`config.mk`:
```
export PLATFORM = sky130hd
export DESIGN_NAME = bitmap_block_allocator_core
export DESIGN_NICKNAME = d
export VERILOG_FILES = /design/src/bba_pkg.sv /design/src/bitmap_block_allocator_core.sv /design/src/bba_div.sv /design/src/bba_ctrl.sv /design/src/bba_dp.sv
export VERILOG_INCLUDE_DIRS = /design/src /design/src/src
export SDC_FILE = /design/constraint.sdc
export NUM_CORES = 1
export LEC_CHECK = 0
export BUFFER_PORTS_ARGS = -buffer_cell sky130_fd_sc_hd__buf_2
export CAP_MARGIN = 20
export CORE_ASPECT_RATIO = 0.9
export CORE_MARGIN = 2
export CORE_UTILIZATION = 55
export DETAILED_ROUTE_END_ITERATION = 8
export GPL_TIMING_DRIVEN = 0
export PLACE_DENSITY = 0.81
export SYNTH_ARGS = -nofsm -noshare
export SYNTH_HDL_FRONTEND = slang
export SYNTH_SLANG_ARGS = --single-unit
export TNS_END_PERCENT = 5
```
`constraint.sdc`:
```
create_clock -name i_clk -period 7.15 [get_ports i_clk]
set_input_delay 2.145 -clock i_clk [delete_from_list [all_inputs] [get_ports i_clk]]
set_output_delay 2.145 -clock i_clk [all_outputs]
set_load 0.02 [all_outputs]
```
`src/bitmap_block_allocator_core_macros.svh`:
```
// Assertion macros for the bitmap block allocator.
// Used by the top level; no other dependencies.
`ifndef BITMAP_BLOCK_ALLOCATOR_CORE_MACROS_SVH
`define BITMAP_BLOCK_ALLOCATOR_CORE_MACROS_SVH
`ifndef SYNTHESIS
`define BBA_ASSERT_IMP(lbl, clk, rst_n, ante, cons) \
    lbl: assert property (@(posedge clk) disable iff (!rst_n) (ante) |-> (cons)) \
        else $error("bba assertion failed");
`define BBA_ASSERT_NXT(lbl, clk, rst_n, ante, cons) \
    lbl: assert property (@(posedge clk) disable iff (!rst_n) (ante) |=> (cons)) \
        else $error("bba assertion failed");
`else
`define BBA_ASSERT_IMP(lbl, clk, rst_n, ante, cons)
`define BBA_ASSERT_NXT(lbl, clk, rst_n, ante, cons)
`endif
`endif

```
`src/bba_pkg.sv`:
```
// Shared types and constants for the bitmap block allocator.
// No dependencies.
package bba_pkg;

    localparam int OFFSET_W  = 24;
    localparam int BOFF_W    = 22;
    localparam int BYTES_W   = 23;
    localparam int SIZE_W    = 17;
    localparam int COUNT_W   = 7;
    localparam int DIV_CNT_W = 5;
    localparam int CHUNK_W   = 3;
    localparam int CHUNK     = 1 << CHUNK_W;

    localparam logic CFG_BLK_BYTES   = 1'b0;
    localparam logic CFG_BLOCK_COUNT = 1'b1;

    localparam logic OP_ALLOC = 1'b0;
    localparam logic OP_FREE  = 1'b1;

    localparam logic [SIZE_W-1:0]  SIZE_RESET  = 17'd16;
    localparam logic [COUNT_W-1:0] COUNT_RESET = 7'd64;

    typedef enum logic [1:0] {
        S_IDLE,
        S_WORK,
        S_UPDATE,
        S_RESULT
    } t_state;

    typedef struct packed {
        logic start;
        logic step;
        logic update;
        logic result;
    } t_cmd;

    typedef struct packed {
        logic scan_done;
        logic div_done;
        logic is_free;
        logic out_busy;
    } t_stat;

endpackage

```
`src/bitmap_block_allocator_core.sv`:
```
// Bitmap first-fit block allocator, one request at a time.
// Allocate: the result is set by the bitmap scan of eight blocks per cycle. Free: it is set
// by the restoring divider producing one quotient bit per cycle over the 24-bit offset. The
// next request is accepted in the cycle after the result loads; an output stall delays that.
// Reset (sync, active low): every block free, block size 16, block count 64, no output.
module bitmap_block_allocator_core #(
    parameter int MAX_BLOCKS = 64
) (
    input  logic                          i_clk,
    input  logic                          i_rst_n,
    input  logic                          i_valid,
    output logic                          o_stall,
    input  logic                          i_op,
    input  logic [bba_pkg::OFFSET_W-1:0]  i_free_offset,
    output logic                          o_valid,
    input  logic                          i_stall,
    output logic                          o_status,
    output logic [bba_pkg::BOFF_W-1:0]    o_block_offset,
    output logic                          o_pool_full,
    output logic                          o_pool_empty,
    output logic [bba_pkg::BYTES_W-1:0]   o_free_bytes,
    input  logic                          i_cfg_valid,
    output logic                          o_cfg_ready,
    input  logic                          i_cfg_index,
    input  logic [bba_pkg::SIZE_W-1:0]    i_cfg_data
);
    import bba_pkg::*;
`include "bitmap_block_allocator_core_macros.svh"

    t_cmd  cmd;
    t_stat stat;

    assign o_cfg_ready = 1'b1;

    bba_ctrl u_ctrl (
        .i_clk   (i_clk),
        .i_rst_n (i_rst_n),
        .i_valid (i_valid),
        .o_stall (o_stall),
        .i_stat  (stat),
        .o_cmd   (cmd)
    );

    bba_dp #(
        .MAX_BLOCKS (MAX_BLOCKS)
    ) u_dp (
        .i_clk          (i_clk),
        .i_rst_n        (i_rst_n),
        .i_cmd          (cmd),
        .o_stat         (stat),
        .i_op           (i_op),
        .i_free_offset  (i_free_offset),
        .i_cfg_valid    (i_cfg_valid && o_cfg_ready),
        .i_cfg_index    (i_cfg_index),
        .i_cfg_data     (i_cfg_data),
        .i_stall        (i_stall),
        .o_valid        (o_valid),
        .o_status       (o_status),
        .o_block_offset (o_block_offset),
        .o_pool_full    (o_pool_full),
        .o_pool_empty   (o_pool_empty),
        .o_free_bytes   (o_free_bytes)
    );

    `BBA_ASSERT_NXT(a_accept_then_busy, i_clk, i_rst_n, i_valid && !o_stall, o_stall)
    `BBA_ASSERT_IMP(a_result_slot_free, i_clk, i_rst_n, cmd.result, !(o_valid && i_stall))
    `BBA_ASSERT_NXT(a_result_shows, i_clk, i_rst_n, cmd.result, o_valid)
    `BBA_ASSERT_NXT(a_update_then_hold, i_clk, i_rst_n, cmd.update, o_stall && !cmd.step)

endmodule

```
`src/bba_div.sv`:
```
// Restoring divider, one quotient bit per cycle, for offset to block index.
// Depends on bba_pkg.
module bba_div (
    input  logic                          i_clk,
    input  logic                          i_rst_n,
    input  logic                          i_start,
    input  logic [bba_pkg::OFFSET_W-1:0]  i_dividend,
    input  logic [bba_pkg::SIZE_W-1:0]    i_divisor,
    output logic                          o_done,
    output logic [bba_pkg::OFFSET_W-1:0]  o_quotient
);
    import bba_pkg::*;

    logic                 r_busy;
    logic                 r_done;
    logic [DIV_CNT_W-1:0] r_cnt;
    logic [SIZE_W-1:0]    r_rem;
    logic [SIZE_W-1:0]    r_div;
    logic [OFFSET_W-1:0]  r_quo;
    logic [SIZE_W:0]      trial;
    logic [SIZE_W+1:0]    diff;
    logic [SIZE_W-1:0]    n_rem;
    logic                 n_bit;

    always_comb begin
        trial = {r_rem, r_quo[OFFSET_W-1]};
        diff  = {1'b0, trial} - {2'b00, r_div};
        n_bit = !diff[SIZE_W+1];
        n_rem = n_bit ? diff[SIZE_W-1:0] : trial[SIZE_W-1:0];
    end

    always_ff @(posedge i_clk) begin
        if (!i_rst_n) begin
            r_busy <= 1'b0;
            r_done <= 1'b0;
            r_cnt  <= '0;
        end else if (i_start) begin
            r_busy <= 1'b1;
            r_done <= 1'b0;
            r_cnt  <= '0;
        end else if (r_busy) begin
            if (r_cnt == DIV_CNT_W'(OFFSET_W - 1)) begin
                r_busy <= 1'b0;
                r_done <= 1'b1;
            end
            r_cnt <= r_cnt + 1'b1;
        end
    end

    always_ff @(posedge i_clk) begin
        if (i_start) begin
            r_rem <= '0;
            r_div <= i_divisor;
            r_quo <= i_dividend;
        end else if (r_busy) begin
            r_rem <= n_rem;
            r_quo <= {r_quo[OFFSET_W-2:0], n_bit};
        end
    end

    assign o_done     = r_done;
    assign o_quotient = r_quo;

endmodule

```
`src/bba_ctrl.sv`:
```
// Controller state machine for the bitmap block allocator.
// Depends on bba_pkg; drives commands to bba_dp.
module bba_ctrl (
    input  logic          i_clk,
    input  logic          i_rst_n,
    input  logic          i_valid,
    output logic          o_stall,
    input  bba_pkg::t_stat i_stat,
    output bba_pkg::t_cmd  o_cmd
);
    import bba_pkg::*;

    t_state r_state;
    t_state n_state;

    always_ff @(posedge i_clk) begin
        if (!i_rst_n) begin
            r_state <= S_IDLE;
        end else begin
            r_state <= n_state;
        end
    end

    always_comb begin
        n_state = r_state;
        o_cmd   = '0;
        o_stall = 1'b1;
        case (r_state)
            S_IDLE: begin
                o_stall = 1'b0;
                if (i_valid) begin
                    o_cmd.start = 1'b1;
                    n_state     = S_WORK;
                end
            end
            S_WORK: begin
                o_cmd.step = 1'b1;
                if (i_stat.scan_done && (!i_stat.is_free || i_stat.div_done)) begin
                    n_state = S_UPDATE;
                end
            end
            S_UPDATE: begin
                o_cmd.update = 1'b1;
                n_state      = S_RESULT;
            end
            S_RESULT: begin
                if (!i_stat.out_busy) begin
                    o_cmd.result = 1'b1;
                    n_state      = S_IDLE;
                end
            end
            default: begin
                n_state = S_IDLE;
            end
        endcase
    end

endmodule

```
`src/bba_dp.sv`:
```
// Datapath: free bitmap, chunked scan, divider, result registers, config.
// Depends on bba_pkg and bba_div; steered by bba_ctrl.
module bba_dp #(
    parameter int MAX_BLOCKS = 64
) (
    input  logic                          i_clk,
    input  logic                          i_rst_n,
    input  bba_pkg::t_cmd                 i_cmd,
    output bba_pkg::t_stat                o_stat,
    input  logic                          i_op,
    input  logic [bba_pkg::OFFSET_W-1:0]  i_free_offset,
    input  logic                          i_cfg_valid,
    input  logic                          i_cfg_index,
    input  logic [bba_pkg::SIZE_W-1:0]    i_cfg_data,
    input  logic                          i_stall,
    output logic                          o_valid,
    output logic                          o_status,
    output logic [bba_pkg::BOFF_W-1:0]    o_block_offset,
    output logic                          o_pool_full,
    output logic                          o_pool_empty,
    output logic [bba_pkg::BYTES_W-1:0]   o_free_bytes
);
    import bba_pkg::*;

    localparam int IDX_W  = (MAX_BLOCKS > 1) ? $clog2(MAX_BLOCKS) : 1;
    localparam int NCHUNK = (MAX_BLOCKS + CHUNK - 1) / CHUNK;
    localparam int PAD_W  = NCHUNK * CHUNK;
    localparam int CH_W   = (NCHUNK > 1) ? $clog2(NCHUNK) : 1;
    localparam int SIDX_W = CH_W + CHUNK_W;
    localparam int POP_W  = $clog2(MAX_BLOCKS + 1);

    logic [MAX_BLOCKS-1:0] r_bitmap;
    logic [SIZE_W-1:0]     r_blk_bytes;
    logic [COUNT_W-1:0]    r_block_count;
    logic                  r_op;
    logic                  r_scan_done;
    logic [CH_W-1:0]       r_chunk;
    logic [POP_W-1:0]      r_pop;
    logic                  r_found;
    logic [SIDX_W-1:0]     r_idx;
    logic                  r_status;
    logic                  r_alloc_ok;
    logic [POP_W-1:0]      r_cnt;
    logic                  r_out_valid;
    logic                  r_out_status;
    logic [BOFF_W-1:0]     r_out_offset;
    logic                  r_out_full;
    logic                  r_out_empty;
    logic [BYTES_W-1:0]    r_out_bytes;

    logic [SIZE_W-1:0]        act_size;
    logic [COUNT_W-1:0]       act_count;
    logic [PAD_W-1:0]         avail_pad;
    logic [CHUNK-1:0]         chunk_bits;
    logic [CHUNK_W:0]         chunk_pop;
    logic                     chunk_hit;
    logic [CHUNK_W-1:0]       chunk_idx;
    logic                     div_done;
    logic [OFFSET_W-1:0]      quotient;
    logic                     free_ok;
    logic [IDX_W-1:0]         free_idx;
    logic [SIDX_W+SIZE_W-1:0] off_prod;
    logic [POP_W+SIZE_W-1:0]  bytes_prod;
    logic                     out_take;

    assign act_size  = (r_blk_bytes == '0) ? SIZE_W'(1) : r_blk_bytes;
    assign act_count = (r_block_count > COUNT_W'(MAX_BLOCKS)) ? COUNT_W'(MAX_BLOCKS)
                                                                : r_block_count;

    always_comb begin
        avail_pad = '0;
        for (int i = 0; i < MAX_BLOCKS; i++) begin
            avail_pad[i] = r_bitmap[i] & (COUNT_W'(i) < act_count);
        end
    end

    assign chunk_bits = avail_pad[r_chunk * CHUNK +: CHUNK];

    always_comb begin
        chunk_pop = '0;
        chunk_hit = 1'b0;
        chunk_idx = '0;
        for (int j = 0; j < CHUNK; j++) begin
            chunk_pop = chunk_pop + (CHUNK_W + 1)'(chunk_bits[j]);
            if (chunk_bits[j] && !chunk_hit) begin
                chunk_hit = 1'b1;
                chunk_idx = CHUNK_W'(j);
            end
        end
    end

    bba_div u_div (
        .i_clk      (i_clk),
        .i_rst_n    (i_rst_n),
        .i_start    (i_cmd.start),
        .i_dividend (i_free_offset),
        .i_divisor  (act_size),
        .o_done     (div_done),
        .o_quotient (quotient)
    );

    assign free_ok  = quotient < OFFSET_W'(act_count);
    assign free_idx = quotient[IDX_W-1:0];

    assign off_prod   = r_idx * act_size;
    assign bytes_prod = r_cnt * act_size;

    assign out_take = r_out_valid && !i_stall;

    always_ff @(posedge i_clk) begin
        if (!i_rst_n) begin
            r_bitmap      <= '1;
            r_blk_bytes   <= SIZE_RESET;
            r_block_count <= COUNT_RESET;
            r_scan_done   <= 1'b0;
            r_out_valid   <= 1'b0;
        end else begin
            if (i_cfg_valid) begin
                case (i_cfg_index)
                    CFG_BLK_BYTES:   r_blk_bytes   <= i_cfg_data;
                    CFG_BLOCK_COUNT: r_block_count <= i_cfg_data[COUNT_W-1:0];
                    default: ;
                endcase
            end
            if (i_cmd.start) begin
                r_scan_done <= 1'b0;
            end else if (i_cmd.step && !r_scan_done &&
                         (r_chunk == CH_W'(NCHUNK - 1))) begin
                r_scan_done <= 1'b1;
            end
            if (i_cmd.update) begin
                if (r_op == OP_ALLOC) begin
                    if (r_found) begin
                        r_bitmap[r_idx[IDX_W-1:0]] <= 1'b0;
                    end
                end else if (free_ok) begin
                    r_bitmap[free_idx] <= 1'b1;
                end
            end
            if (i_cmd.result) begin
                r_out_valid <= 1'b1;
            end else if (out_take) begin
                r_out_valid <= 1'b0;
            end
        end
    end

    always_ff @(posedge i_clk) begin
        if (i_cmd.start) begin
            r_op    <= i_op;
            r_chunk <= '0;
            r_pop   <= '0;
            r_found <= 1'b0;
        end else if (i_cmd.step && !r_scan_done) begin
            r_pop <= r_pop + POP_W'(chunk_pop);
            if (!r_found && chunk_hit) begin
                r_found <= 1'b1;
                r_idx   <= {r_chunk, chunk_idx};
            end
            if (r_chunk != CH_W'(NCHUNK - 1)) begin
                r_chunk <= r_chunk + 1'b1;
            end
        end
        if (i_cmd.update) begin
            r_alloc_ok <= 1'b0;
            r_status   <= 1'b1;
            r_cnt      <= r_pop;
            if (r_op == OP_ALLOC) begin
                if (r_found) begin
                    r_alloc_ok <= 1'b1;
                    r_status   <= 1'b0;
                    r_cnt      <= r_pop - 1'b1;
                end
            end else if (free_ok) begin
                r_status <= 1'b0;
                r_cnt    <= r_pop + POP_W'(!r_bitmap[free_idx]);
            end
        end
        if (i_cmd.result) begin
            r_out_status <= r_status;
            r_out_offset <= r_alloc_ok ? BOFF_W'(off_prod) : '0;
            r_out_full   <= (r_cnt == '0);
            r_out_empty  <= &r_bitmap;
            r_out_bytes  <= BYTES_W'(bytes_prod);
        end
    end

    always_comb begin
        o_stat.scan_done = r_scan_done;
        o_stat.div_done  = div_done;
        o_stat.is_free   = (r_op == OP_FREE);
        o_stat.out_busy  = r_out_valid && i_stall;
    end

    assign o_valid        = r_out_valid;
    assign o_status       = r_out_status;
    assign o_block_offset = r_out_offset;
    assign o_pool_full    = r_out_full;
    assign o_pool_empty   = r_out_empty;
    assign o_free_bytes   = r_out_bytes;

endmodule
```
# Yosys cells after proc, flatten, opt, wreduce, memory -nomap -nowiden
# Cells that the tools add are included.
op_classes:
  shift: 1
  n_div: 0
  n_lt_le_gt_ge: 70
  n_eq_ne: 10
  n_bitwise: 70
  n_reduce_logical: 47
  n_addsub: 13
  n_mux: 51
  multipliers: 2
ops:
  columns: ["op", "count"]
  rows:
  - ["< comparator 6 x 7 -> 1 bit (first input constant)", 32]
  - ["two-way mux 64 bit", 3]
  - ["< comparator 5 x 7 -> 1 bit (first input constant)", 16]
  - ["bitwise AND 1 bit", 64]
  - ["bitwise AND 64 bit", 1]
  - ["inverter 64 bit", 1]
  - ["OR 64 bit", 1]
  - ["AND reduction 64 bit", 1]
  - ["indexed part select 64 x 7 -> 8 bit", 1]
  - ["< comparator 4 x 7 -> 1 bit (first input constant)", 8]
  - ["two-way mux 24 bit", 2]
  - ["two-way mux 17 bit", 2]
  - ["two-way mux 1 bit", 29]
  - ["< comparator 3 x 7 -> 1 bit (first input constant)", 4]
  - ["two-way mux 7 bit", 4]
  - ["adder 4 x 1 -> 4 bit", 6]
  - ["< comparator 24 x 7 -> 1 bit", 1]
  - ["multiplier 7 x 17 -> 23 bit", 1]
  - ["multiplier 6 x 17 -> 22 bit", 1]
  - ["subtractor 18 x 17 -> 19 bit", 1]
  - ["zero test 17 bit", 1]
  - ["logical AND 1 bit", 15]
  - ["< comparator 1 x 7 -> 1 bit (first input constant)", 2]
  - ["< comparator 2 x 7 -> 1 bit (first input constant)", 2]
  - ["other kinds (30)", 65]
totals:
  word_cells: 292
  mem_bits_rw: 0
  input_bits: 48
  rom_bits: 0
  latch_bits: 0
  mem_count: 0
  ff_bits: 232

# Depth between registers and ports, before layout
# Gate-level depths: netlist (run 1).
logic_depth:
  word_depth: 29
  ltp_mapped: 24

# Cells and area by module
# From an unflattened synthesis (run 1), not the netlist that was laid out.
hier_totals:
  cells_unflattened: 2122
  hier_area_um2: 19311.0
by_module_without_submodules:
  columns: ["mod", "seq_area_each_um2", "area_each_um2", "instances", "cells_each"]
  rows:
  - ["bba_dp", 3943.8, 15502.4, 1, 1765]
  - ["bba_div", 1711.6, 3590.9, 1, 332]
  - ["bba_ctrl", 40.0, 206.4, 1, 23]
  - ["bitmap_block_allocator_core", 0.0, 11.3, 1, 2]

# Least setup slack after synthesis (run 1)
# OpenSTA, ideal clock, no wires.
synth_path:
  kind: "reg-to-reg"
  start: "register u_dp.r_block_count[6]"
  end: "register u_dp.r_pop[6]"
  synth_period_minus_slack_ns: 5.476
  path_buffers: 3
  setup_time_ns: 0.156
  slack_ns: 1.674
  t_arrival_ns: 5.320
  path_stages_with_launch: 25
  required_ns: 6.994
  path_cell_list: "dfxtp_1 > buf_6 > buf_2 > buf_2 > o21bai_1 > nand2_1 > maj3_1 > a21oi_1 > nor3_1 > a21oi_1 > mux2i_1 > ha_1 > fa_1 > inv_1 > fa_1 > fa_1 > fa_1 > inv_1 > fa_1 > a21o_1 > a21oi_1 > nor2_1 > nand3_1 > xor2_1 > nor2_1"
synth_via:
  elab_chain_len: 13
synth_rtl:
  columns: ["element", "line", "text"]
  rows:
  - ["start, declared", "bba_dp.sv:34", "logic [COUNT_W-1:0] r_block_count;"]
  - ["start signal, assigned", "bba_dp.sv:121", "CFG_BLOCK_COUNT: r_block_count <= i_cfg_data[COUNT_W-1:0];"]
  - ["> comparator 7 bit", "bba_dp.sv:67", "assign act_count = (r_block_count > COUNT_W'(MAX_BLOCKS)) ? COUNT_W'(MAX_BLOCKS)"]
  - ["two-way mux 7 bit (*)", "bba_dp.sv:67", null]
  - ["< comparator 1 x 7 -> 1 bit, or another cell as far along", "bba_dp.sv:73", "avail_pad[i] = r_bitmap[i] & (COUNT_W'(i) < act_count);"]
  - ["bitwise AND 1 bit", "bba_dp.sv:73", null]
  - ["indexed part select 64 x 7 -> 8 bit (*)", "bba_dp.sv:77", "assign chunk_bits = avail_pad[r_chunk * CHUNK +: CHUNK];"]
  - ["adder 1 x 1 -> 2 bit", "bba_dp.sv:84", "chunk_pop = chunk_pop + (CHUNK_W + 1)'(chunk_bits[j]);"]
  - ["adder 4 x 1 -> 4 bit (5 in series)", "bba_dp.sv:84", null]
  - ["adder 4 x 1 -> 4 bit (*)", "bba_dp.sv:84", null]
  - ["adder 7 x 4 -> 7 bit (*)", "bba_dp.sv:155", "r_pop <= r_pop + POP_W'(chunk_pop);"]
  - ["end signal, assigned", "bba_dp.sv:155", null]
  - ["end, declared", "bba_dp.sv:38", "logic [POP_W-1:0] r_pop;"]
# Mark *: on every way between the ends. The rest lies on a longest branch, timed or not.
# A chain may end at the register's enable or synchronous reset.

# Worst setup path in the final report (run 1)
layout_path:
  start: "register u_dp.r_chunk[0]"
  end: "register u_dp.r_pop[6]"
layout_via:
  elab_chain_len: 9
layout_rtl:
  columns: ["element", "line", "text"]
  rows:
  - ["start, declared", "bba_dp.sv:37", "logic [CH_W-1:0] r_chunk;"]
  - ["start signal, assigned", "bba_dp.sv:161", "r_chunk <= r_chunk + 1'b1;"]
  - ["indexed part select 64 x 7 -> 8 bit (*)", "bba_dp.sv:77", null]
  - ["adder 1 x 1 -> 2 bit", "bba_dp.sv:84", null]
  - ["adder 4 x 1 -> 4 bit (5 in series)", "bba_dp.sv:84", null]
  - ["adder 4 x 1 -> 4 bit (*)", "bba_dp.sv:84", null]
  - ["adder 7 x 4 -> 7 bit (*)", "bba_dp.sv:155", null]
# Marked as above.

==> results.md, run 1 <==
* Via count at 17450
* Post-Synth Simple-Gate Area at 0.1902
* Final setup margin at 0.1903 ns
* Outcome: finished clean
* Crit end category: flip-flop
* Placed instance area at 0.02033 sq mm
* Layout cells sized above 1 at 0.08530
* Post-synthesis cell type count at 89
* Max Clk Rate at 0.1437 GHz
* Die ar. at 0.03648 sq mm
* Area share of the largest cell type after synthesis at 0.1640
* Setup_tns at 0 ns
* Comb pwr share at 0.525
* Detailed-route wire length at 61260 um
* Synth cell count leaders: nand2_1, inv_1, o21ai_0
* Total congestion overflow at 0
* Final slew viol count at 0
* Pre-antenna DRT Iters at 6
* Syn nets at 2487
* Hold_buf cts at 0
* Detailed-route wire length per cell at 21.91 um
* RR Endpoint: u_dp.r_pop[6]
* Final setup viols at 0
* Worst Hold Class: reg2reg
* Crit Path Max Fanout at 10
* VDD IR max at 167.7 uV
* CP startpoint kind: flip-flop
* Clk_lat worst skew at 0.56 ns
* Clock power frac at 0.203
* Async SR Flop Fraction at 0
* Total power at 7.037 mW
* Multi-input gate area at 0.01222 sq mm
* DP Worst Slack at 0.4322 ns
* Die span in x at 201.1 um
* First-pass GRT wire length at 95180 um
* Initial Util at 0.5624
* Worst Reg-to-Reg Cells at 22
* DRC viols at 0
* DP HPWL at 47120 um
* Initial antenna violation count at 0
* Post-Synth XOR/XNOR Area at 0.02551
* Top FF cell, synth: dfxtp_1
* Leakage at 9.204 nW
* Reg area at 0.005695 sq mm
* Synth Area in Compound Gates at 0.1709
* Sequential share of the synthesized area at 0.2962
* Fin Clk Skew at 0.02308 ns
* Power Density at 331.5 mW/mm^2
* Most frequent cell after synthesis: nand2_1
* Worst reg2reg startpoint: u_dp.r_chunk[0]
* Clock buffer depth at 3
* Period utilization at 0.9734
* Max cap viols at 0
* Postcts setup bufs at 0
* Largest net degree at the start of global routing at 37
* Syn Inst Count at 2187
* Largest family of logic cells by synthesized area: adder cells
* Fin crit period at 6.960 ns
* RSZ-0062 raised after global routing: no
* Int Pwr at 3.922 mW
* CP required at 7.59 ns
* I/O pin count at 99
* CTS tree: done
* Design Area, Final at 0.02123 sq mm
* Port bufs at 94
* Nets at 2613
* Initial DRC count at 1822
* Hold slack at 0.4218 ns
* Sw Pwr at 3.115 mW
* Crit path launch: u_dp.r_chunk[0]
* Crit path kind: reg2reg
* Filler Cells Inserted at 2927
* Relative slew slack at 0.3783
* Gr usage total at 0.3333
* Mux cell area share after synthesis at 0.02785
* Rows at 64
* Vias per inst at 6.242
* Yosys warns at 0
* CTS Buf Count at 27
* Area grow syn2layout at 10.39%
* GP Congestion at 1.007
* Sequential Power Share at 0.272
* R2r setup slk at 0.19 ns
* # resized after CTS at 0
* Die Y at 181.4 um
* CTS root buf: clkbuf_16
* Clock transition at path regs at 0.06 ns
* CP Capture Point: u_dp.r_pop[6]
* EDFF count, synth at 105
* Synth Area in Adders at 0.2203
* Number of routed nets with antenna violations at 0
* Core box area at 0.03419 sq mm
* H-tree depth at 1
* Worst Path Arrival at 7.40 ns
* Endpoints failing hold at 0
* Yosys reg bits at 232
* Slew of the pin with the lowest slew margin at 0.9316 ns
* Syn Area/Cell at 8.793 sq um
* CTS Sinks at 232
* Ranking of synthesized cells by area: edfxtp_1, fa_1, dfxtp_1, ha_1, nand2_1
* Synthesized area at 0.01923 sq mm
* Largest area contributor in the netlist: edfxtp_1
* Switch share at 0.4427
* Number of global-route vias before repair at 17090
stage by stage:
| step | util | instances |
|---|---|---|
| final | 0.6208 | 2796 |
| after global routing | 0.6208 | 2795 |
| after CTS | 0.6208 | 2795 |
| after detailed placement | 0.5944 | 2746 |
| after global placement | 0.5931 | 2743 |
| after floorplan | - | 2187 |
cell families (layout without fill, tap and decap cells):
logic type      after synthesis  after routing
compound gates              506            506
xor+xnor                     56             56
fa+ha+maj                   256            256
buf+inv                     344            490
flops                       232            232
mux                          43             43
other cells                   1              2
simple gates                749            749
worst max-delay path, cell delays in order, from the launching register on:
cell and delay [ns]:
dfxtp_1 0.56, buf_2 0.32, buf_1 0.45, clkbuf_1 0.52, nor2b_1 0.14, a31oi_1 0.17
o21ai_0 0.10, o21ai_0 0.52, mux2i_1 0.23, ha_1 0.37, fa_1 0.55, inv_1 0.06
fa_1 0.50, fa_1 0.47, fa_1 0.51, inv_1 0.09, fa_1 0.46, a21o_1 0.19
a21oi_1 0.16, nor2_1 0.10, nand3_1 0.14, xor2_1 0.19, nor2_1 0.05
sequential cells by signal, summed over array words and instances (netlist names), 2 cells and up:
signal,cells
u_dp.r_chunk,3
u_dp.r_idx,6
u_dp.o_free_bytes,23
u_ctrl.r_state,2
u_dp.r_pop,7
u_dp.u_div.r_div,17
u_dp.u_div.o_quotient,24
u_dp.u_div.r_cnt,5
u_dp.r_cnt,7
u_dp.r_bitmap,64
u_dp.o_block_offset,22
u_dp.r_blk_bytes,17
u_dp.u_div.r_rem,17
u_dp.r_block_count,7
cell type report:
type | count | area share
multi-input combinational | 1611 | 0.5756
sequential | 232 | 0.2683
clock buffer | 40 | 0.03760
inverter | 206 | 0.03643
tap | 462 | 0.02723
buffer | 138 | 0.02593
timing repair buffer | 97 | 0.02405
clock inverter | 9 | 0.004774
antenna | 1 | 0.0001179
cells in the final DEF, fill, tap and decap left out, types with 75 or more instances in the layout:
cell / netlist / routed
o21ai_0: 140 / 140
nor2_1: 87 / 87
o211ai_1: 75 / 75
nand2_1: 325 / 325
inv_1: 204 / 204
ha_1: 113 / 113
dfxtp_1: 127 / 127
clkbuf_1: 107 / 116
buf_2: 17 / 112
edfxtp_1: 105 / 105
and2_1: 121 / 121
a21oi_1: 88 / 88
fa_1: 139 / 139
worst min-delay path by stage:
stage | startpoint | cells after the start | to | slack (ns)
after CTS | u_dp.r_status | 0 | u_dp.o_status | 0.42
final | u_dp.r_status | 0 | u_dp.o_status | 0.42
after floorplan | u_dp.r_status | 0 | u_dp.o_status | 0.40
after global placement | u_dp.r_status | 0 | u_dp.o_status | 0.41
after global routing | u_dp.r_status | 0 | u_dp.o_status | 0.44
after detailed placement | u_dp.r_status | 0 | u_dp.o_status | 0.41
power by group through the flow:
stage	registers, mW	logic, mW	clock network, mW
finish	1.91	3.69	1.43
global route	1.94	4.08	1.49
CTS	1.91	3.64	1.44
detailed placement	1.93	3.60	0
global placement	1.93	3.45	0
floorplan	1.90	2.61	0
metal layers:
metal / routed length (um) / share of wire / GRT usage
met1: 24500 / 0.40 / 0.4414
met2: 27560 / 0.45 / 0.5320
met3: 5847 / 0.095 / 0.06353
met4: 3349 / 0.055 / 0.1529
met5: 0 / 0 / 0
Note: power is estimated with default switching activity, not from simulation.
==> inputs of run 2 (changes only) <==
Settings changed: CELL_PAD_IN_SITES_DETAIL_PLACEMENT set to 0, CELL_PAD_IN_SITES_GLOBAL_PLACEMENT set to 2, CORE_UTILIZATION 55 to 40, PLACE_DENSITY 0.81 to 0.91.
==> run 2 against run 1 <==
Count of clock-buffer cells in the layout rose by 3. Via count is 1.7% lower. Highest routed layer unchanged. Cell area rose by 1.3%.
==> results.md, run 2 (same netlist as run 1, synthesis figures left out) <==
* Worst reg2reg startpoint: u_dp.r_chunk[0]
* Nets at 2613
* Int Pwr at 3.962 mW
* Clk_lat worst skew at 0.58 ns
* Fin crit period at 6.441 ns
* CTS tree: done
* Util after Layout at 0.4512
* Relative slew slack at 0.3152
* Endpoints failing hold at 0
* I/O pin count at 99
* Sw Pwr at 3.126 mW
* ANT cells at 0
* Initial antenna violation count at 0
* Initial Util at 0.4036
* Reg with most FFs: u_dp.r_bitmap
* Max reg flops at 64
* Final slew viol count at 0
* Worst Hold Class: reg2reg
* Pre-antenna DRT Iters at 8
* Slew of the pin with the lowest slew margin at 1.023 ns
* CP required at 7.57 ns
* Largest stage delay on the critical path at 0.54 ns
* DP HPWL at 51430 um
* Max cap viols at 0
* R2r setup slk at 0.71 ns
* CTS Buf Count at 28
* GP Congestion at 0.9714
* CP max-delay cell: dfxtp_1
* Number of routed nets with antenna violations at 0
* Detailed-route wire length at 66240 um
* Die ar. at 0.04985 sq mm
* Layout cells sized above 1 at 0.08737
* Setup_tns at 0 ns
* Min-delay src: u_dp.r_status
* Crit path launch: u_dp.r_chunk[0]
* Worst Reg-to-Reg Cells at 22
* Vias per inst at 5.801
* Initial DRC count at 1621
* Area grow syn2layout at 11.79%
* Hold EP: u_dp.o_status
* Core box area at 0.04764 sq mm
* Crit path kind: reg2reg
* Period utilization at 0.9009
* Most frequent cells in the layout: nand2_1, inv_1, o21ai_0
* Worst Path Arrival at 6.86 ns
* Clock transition at path regs at 0.07 ns
* Number of global-route vias before repair at 16810
* # resized after CTS at 0
* Sequential Power Share at 0.272
* Detailed-route wire length per cell at 22.39 um
* Comb pwr share at 0.515
* RSZ-0062 raised after global routing: no
* Final setup viols at 0
* Die span in x at 235.1 um
* Hold_buf cts at 0
* Clock power frac at 0.213
* Crit Path Max Fanout at 19
* Die Y at 212.0 um
* Placed instance area at 0.02053 sq mm
* Switch share at 0.4410
* First-pass GRT wire length at 100900 um
* Crit end category: flip-flop
* Design Area, Final at 0.02150 sq mm
* Via count at 17160
* CP startpoint kind: flip-flop
* Leakage at 9.246 nW
* Outcome: finished clean
* Largest net degree at the start of global routing at 35
* Critical path's top delay family: adder cells
* Fin Clk Skew at 0.02415 ns
* Crit path top cell by count: fa_1
* Hold depth at 0
* Rows at 76
* Buf+Inv Stages, Crit Path at 4
* Port bufs at 94
* Clock buffer depth at 3
* DRC viols at 0
* CTS root buf: clkbuf_16
* Critical Path, Cell by Cell: buf_2, buf_1, nor2b_1, maj3_1, a21oi_1, nor3_1, a21oi_1, mux2i_1, ha_1, fa_1, inv_1, fa_1, fa_1, fa_1, inv_1, fa_1, a21o_1, a21oi_1, nor2_1, nand3_1, xor2_1, nor2_1
* Most common library cell in the layout ignoring fill and taps: nand2_1
* Postcts setup bufs at 0
* Filler Cells Inserted at 4743
* H-tree depth at 1
* Total congestion overflow at 0
* CTS Sinks at 232
* RR Endpoint: u_dp.r_pop[6]
* Max Clk Rate at 0.1553 GHz
* VDD IR max at 201.9 uV
* Power Density at 329.7 mW/mm^2
* Gr usage total at 0.2636
## run 2: final cells by class
| class | count | area [sq um] | area share |
|---|---|---|---|
| plain buffers | 137 | 546.8 | 0.02544 |
| clock buffers | 43 | 868.3 | 0.04039 |
| clock inverters | 9 | 98.84 | 0.004598 |
| inverters | 206 | 773.2 | 0.03597 |
| multi-input cells | 1611 | 12220 | 0.5684 |
| flip-flops and latches | 232 | 5695 | 0.2649 |
| well taps | 624 | 780.7 | 0.03632 |
| repair buffers | 97 | 515.5 | 0.02398 |
## run 2: worst max path at each step
stage,endpoint,slack [ns],depth (start not counted)
2_1_floorplan,u_dp.r_pop[6],1.67,24
3_3_place_gp,u_dp.r_pop[6],0.43,23
3_5_place_dp,u_dp.r_pop[6],0.47,22
4_1_cts,u_dp.r_pop[6],0.47,22
5_1_grt,u_dp.r_pop[6],0.34,22
6_report,u_dp.r_pop[6],0.71,22
## run 2: power groups by stage
stage | registers [mW] | clock network, mW | logic [mW]
floorplan | 1.90 | 0 | 2.61
global placement | 1.95 | 0 | 3.52
detailed placement | 1.95 | 0 | 3.61
CTS | 1.92 | 1.53 | 3.63
global route | 1.95 | 1.58 | 4.07
finish | 1.93 | 1.51 | 3.65
## run 2: metrics by stage
step                      worst slack [ns]  power (mW)  hold WS, ns  cells
final                               0.7088       7.088       0.4293   2959
after global routing                0.3432       7.599       0.4413   2959
after CTS                           0.4734       7.082       0.4302   2960
after detailed placement            0.4669       5.557       0.4155   2908
after global placement              0.4266       5.470       0.4105   2905
after floorplan                      1.674       4.503       0.4003   2187
## run 2: routing by layer
metal  track usage  part of all wire  vias up
li1              -                 -     7809
met1        0.3672              0.45     8526
met2        0.4139              0.44      711
met3       0.05232             0.079      118
met4       0.08162             0.034        0
met5             0                 0        -
## run 2: worst register-to-register path, cell delays in order, from the launching register on
cell	delay, ns
dfxtp_1	0.54
buf_2	0.43
buf_1	0.54
nor2b_1	0.15
maj3_1	0.37
a21oi_1	0.16
nor3_1	0.07
a21oi_1	0.17
mux2i_1	0.14
ha_1	0.36
fa_1	0.54
inv_1	0.06
fa_1	0.50
fa_1	0.48
fa_1	0.50
inv_1	0.07
fa_1	0.46
a21o_1	0.21
a21oi_1	0.14
nor2_1	0.08
nand3_1	0.12
xor2_1	0.16
nor2_1	0.06
==> inputs of run 3 (changes only) <==
Settings changed: PLACE_DENSITY 0.91 to 0.87, SKIP_CTS_REPAIR_TIMING set to 1.
==> run 3 against run 2 <==
Wire length about the same. Register-to-register slack worse by 0.20 ns. Fmax down 3.0%.
==> results.md, run 3 (same netlist as run 1, synthesis figures left out) <==
* Largest stage delay on the critical path at 0.58 ns
* Sequential Power Share at 0.268
* Critical path's top delay family: adder cells
* Clock buffer depth at 3
* Final setup viols at 0
* Nets at 2615
* Rows at 76
* I/O pin count at 99
* Most common library cell in the layout ignoring fill and taps: nand2_1
* CTS Buf Count at 29
* VDD IR max at 179.4 uV
* Pre-antenna DRT Iters at 5
* RSZ-0062 raised after global routing: no
* Hold slack at 0.4277 ns
* Number of global-route vias before repair at 16850
* CP startpoint kind: flip-flop
* Detailed-route wire length per cell at 22.35 um
* Area grow syn2layout at 12.19%
* Comb pwr share at 0.509
* Total congestion overflow at 0
* Final slew viol count at 0
* Reg area at 0.005695 sq mm
* Clock transition at path regs at 0.06 ns
* Initial antenna violation count at 5
* Worst Hold Class: reg2reg
* Die span in x at 235.1 um
* Power Density at 331.7 mW/mm^2
* Vias per inst at 5.720
* CTS Sinks at 232
* Max cap viols at 0
* Fin crit period at 6.641 ns
* Switch share at 0.4401
* Endpoints failing hold at 0
* Die ar. at 0.04985 sq mm
* Crit end category: flip-flop
* Period utilization at 0.9288
* Metal2 WL at 29060 um
* Clk_lat worst skew at 0.60 ns
* Via count at 16950
* Crit path top cell by count: fa_1
* Relative slew slack at 0.2874
* Sw Pwr at 3.150 mW
* Outcome: finished clean
* R2r setup slk at 0.51 ns
* Buf+Inv Stages, Crit Path at 5
* Leakage at 9.266 nW
* Max Clk Rate at 0.1506 GHz
* Multi-input gate area at 0.01222 sq mm
* H-tree depth at 1
* Critical Path, Cell by Cell: buf_2, buf_1, clkbuf_1, nand2_1, a31oi_1, a21o_1, a32o_1, o21ai_0, mux2i_1, ha_1, fa_1, inv_1, fa_1, fa_1, fa_1, inv_1, fa_1, a21o_1, a21oi_1, nor2_1, nand3_1, xor2_1, nor2_1
* Filler Cells Inserted at 4725
* Worst Path Arrival at 7.11 ns
* Crit path kind: reg2reg
* Initial DRC count at 1305
* Int Pwr at 4.007 mW
* First-pass GRT wire length at 100900 um
* Clock power frac at 0.223
* CP required at 7.62 ns
* Die Y at 212.0 um
* DP Worst Slack at 0.6279 ns
* GP Congestion at 0.9653
* Detailed-route wire length at 66220 um
* Met3 WL at 4758 um
* Top Layer Used: met4
* Metal-1 WL at 30300 um
* Slew of the pin with the lowest slew margin at 1.066 ns
* Reg with most FFs: u_dp.r_bitmap
* CP max-delay cell: dfxtp_1
* DRC viols at 0
* Number of routed nets with antenna violations at 0
* Port bufs at 94
* CTS tree: done
* Setup_tns at 0 ns
* Crit Path Max Fanout at 10
* CTS root buf: clkbuf_16
* Gr usage total at 0.2637
* Most frequent cells in the layout: nand2_1, inv_1, o21ai_0
* Initial Util at 0.4036
* Final setup margin at 0.5087 ns
* Largest net degree at the start of global routing at 35
* Core box area at 0.04764 sq mm
* Fin Clk Skew at 0.02081 ns
* Max reg flops at 64
* Layout cells sized above 1 at 0.08939
* DP HPWL at 51640 um
==> run 3: cell count changes in the layout (fill, tap and decap cells not counted), sizes merged <==
cell           change
inv                +2
clkinv             -4
buf                +2
diode              +1
clkbuf             -1
clkdlybuf4s18      -1
clkinvlp           +5
==> run 3: metrics by stage <==
stage                     cell area [sq um]  cells  utilization  power (mW)
after CTS                             21570   2962       0.4528       7.169
after global routing                  21570   2962       0.4528       7.693
after detailed placement              20530   2908       0.4309       5.542
after floorplan                       19230   2187            -       4.503
after global placement                20480   2905       0.4299       5.483
final                                 21570   2963       0.4528       7.157
==> run 3: metal layers <==
metal,track usage,up-vias
li1,-,7816
met1,0.3713,8413
met3,0.04830,114
met2,0.4112,604
met4,0.08359,0
met5,0,-
==> run 3: power by group through the flow <==
stage,clock (mW),combinational (mW),sequential (mW)
3_3_place_gp,0,3.54,1.94
2_1_floorplan,0,2.61,1.90
4_1_cts,1.62,3.63,1.92
3_5_place_dp,0,3.60,1.94
6_report,1.60,3.64,1.92
5_1_grt,1.67,4.07,1.94
==> run 3: worst reg2reg max path, stage by stage, from the launching register on <==
cell      delay [ns]
dfxtp_1         0.58
buf_2           0.31
buf_1           0.43
clkbuf_1        0.49
nand2_1         0.12
a31oi_1         0.26
a21o_1          0.12
a32o_1          0.11
o21ai_0         0.23
mux2i_1         0.24
ha_1            0.28
fa_1            0.54
inv_1           0.06
fa_1            0.50
fa_1            0.49
fa_1            0.50
inv_1           0.07
fa_1            0.46
a21o_1          0.20
a21oi_1         0.14
nor2_1          0.08
nand3_1         0.12
xor2_1          0.14
nor2_1          0.05
==> run 3: final timing paths <==
path                                       from            end  cells past startpoint
worst max-delay path            u_dp.r_chunk[0]  u_dp.r_pop[6]                     23
worst min-delay path              u_dp.r_status  u_dp.o_status                      0
worst max register to register  u_dp.r_chunk[0]  u_dp.r_pop[6]                     23
worst min register to register    u_dp.r_status  u_dp.o_status                      0
==> run 3: final cells by class <==
type,instances,area share
antenna,1,0.0001160
clock inverter,12,0.006670
multi-input combinational,1611,0.5664
clock buffer,42,0.04164
inverter,206,0.03584
buffer,138,0.02552
sequential,232,0.2640
tap,624,0.03619
timing repair buffer,97,0.02366
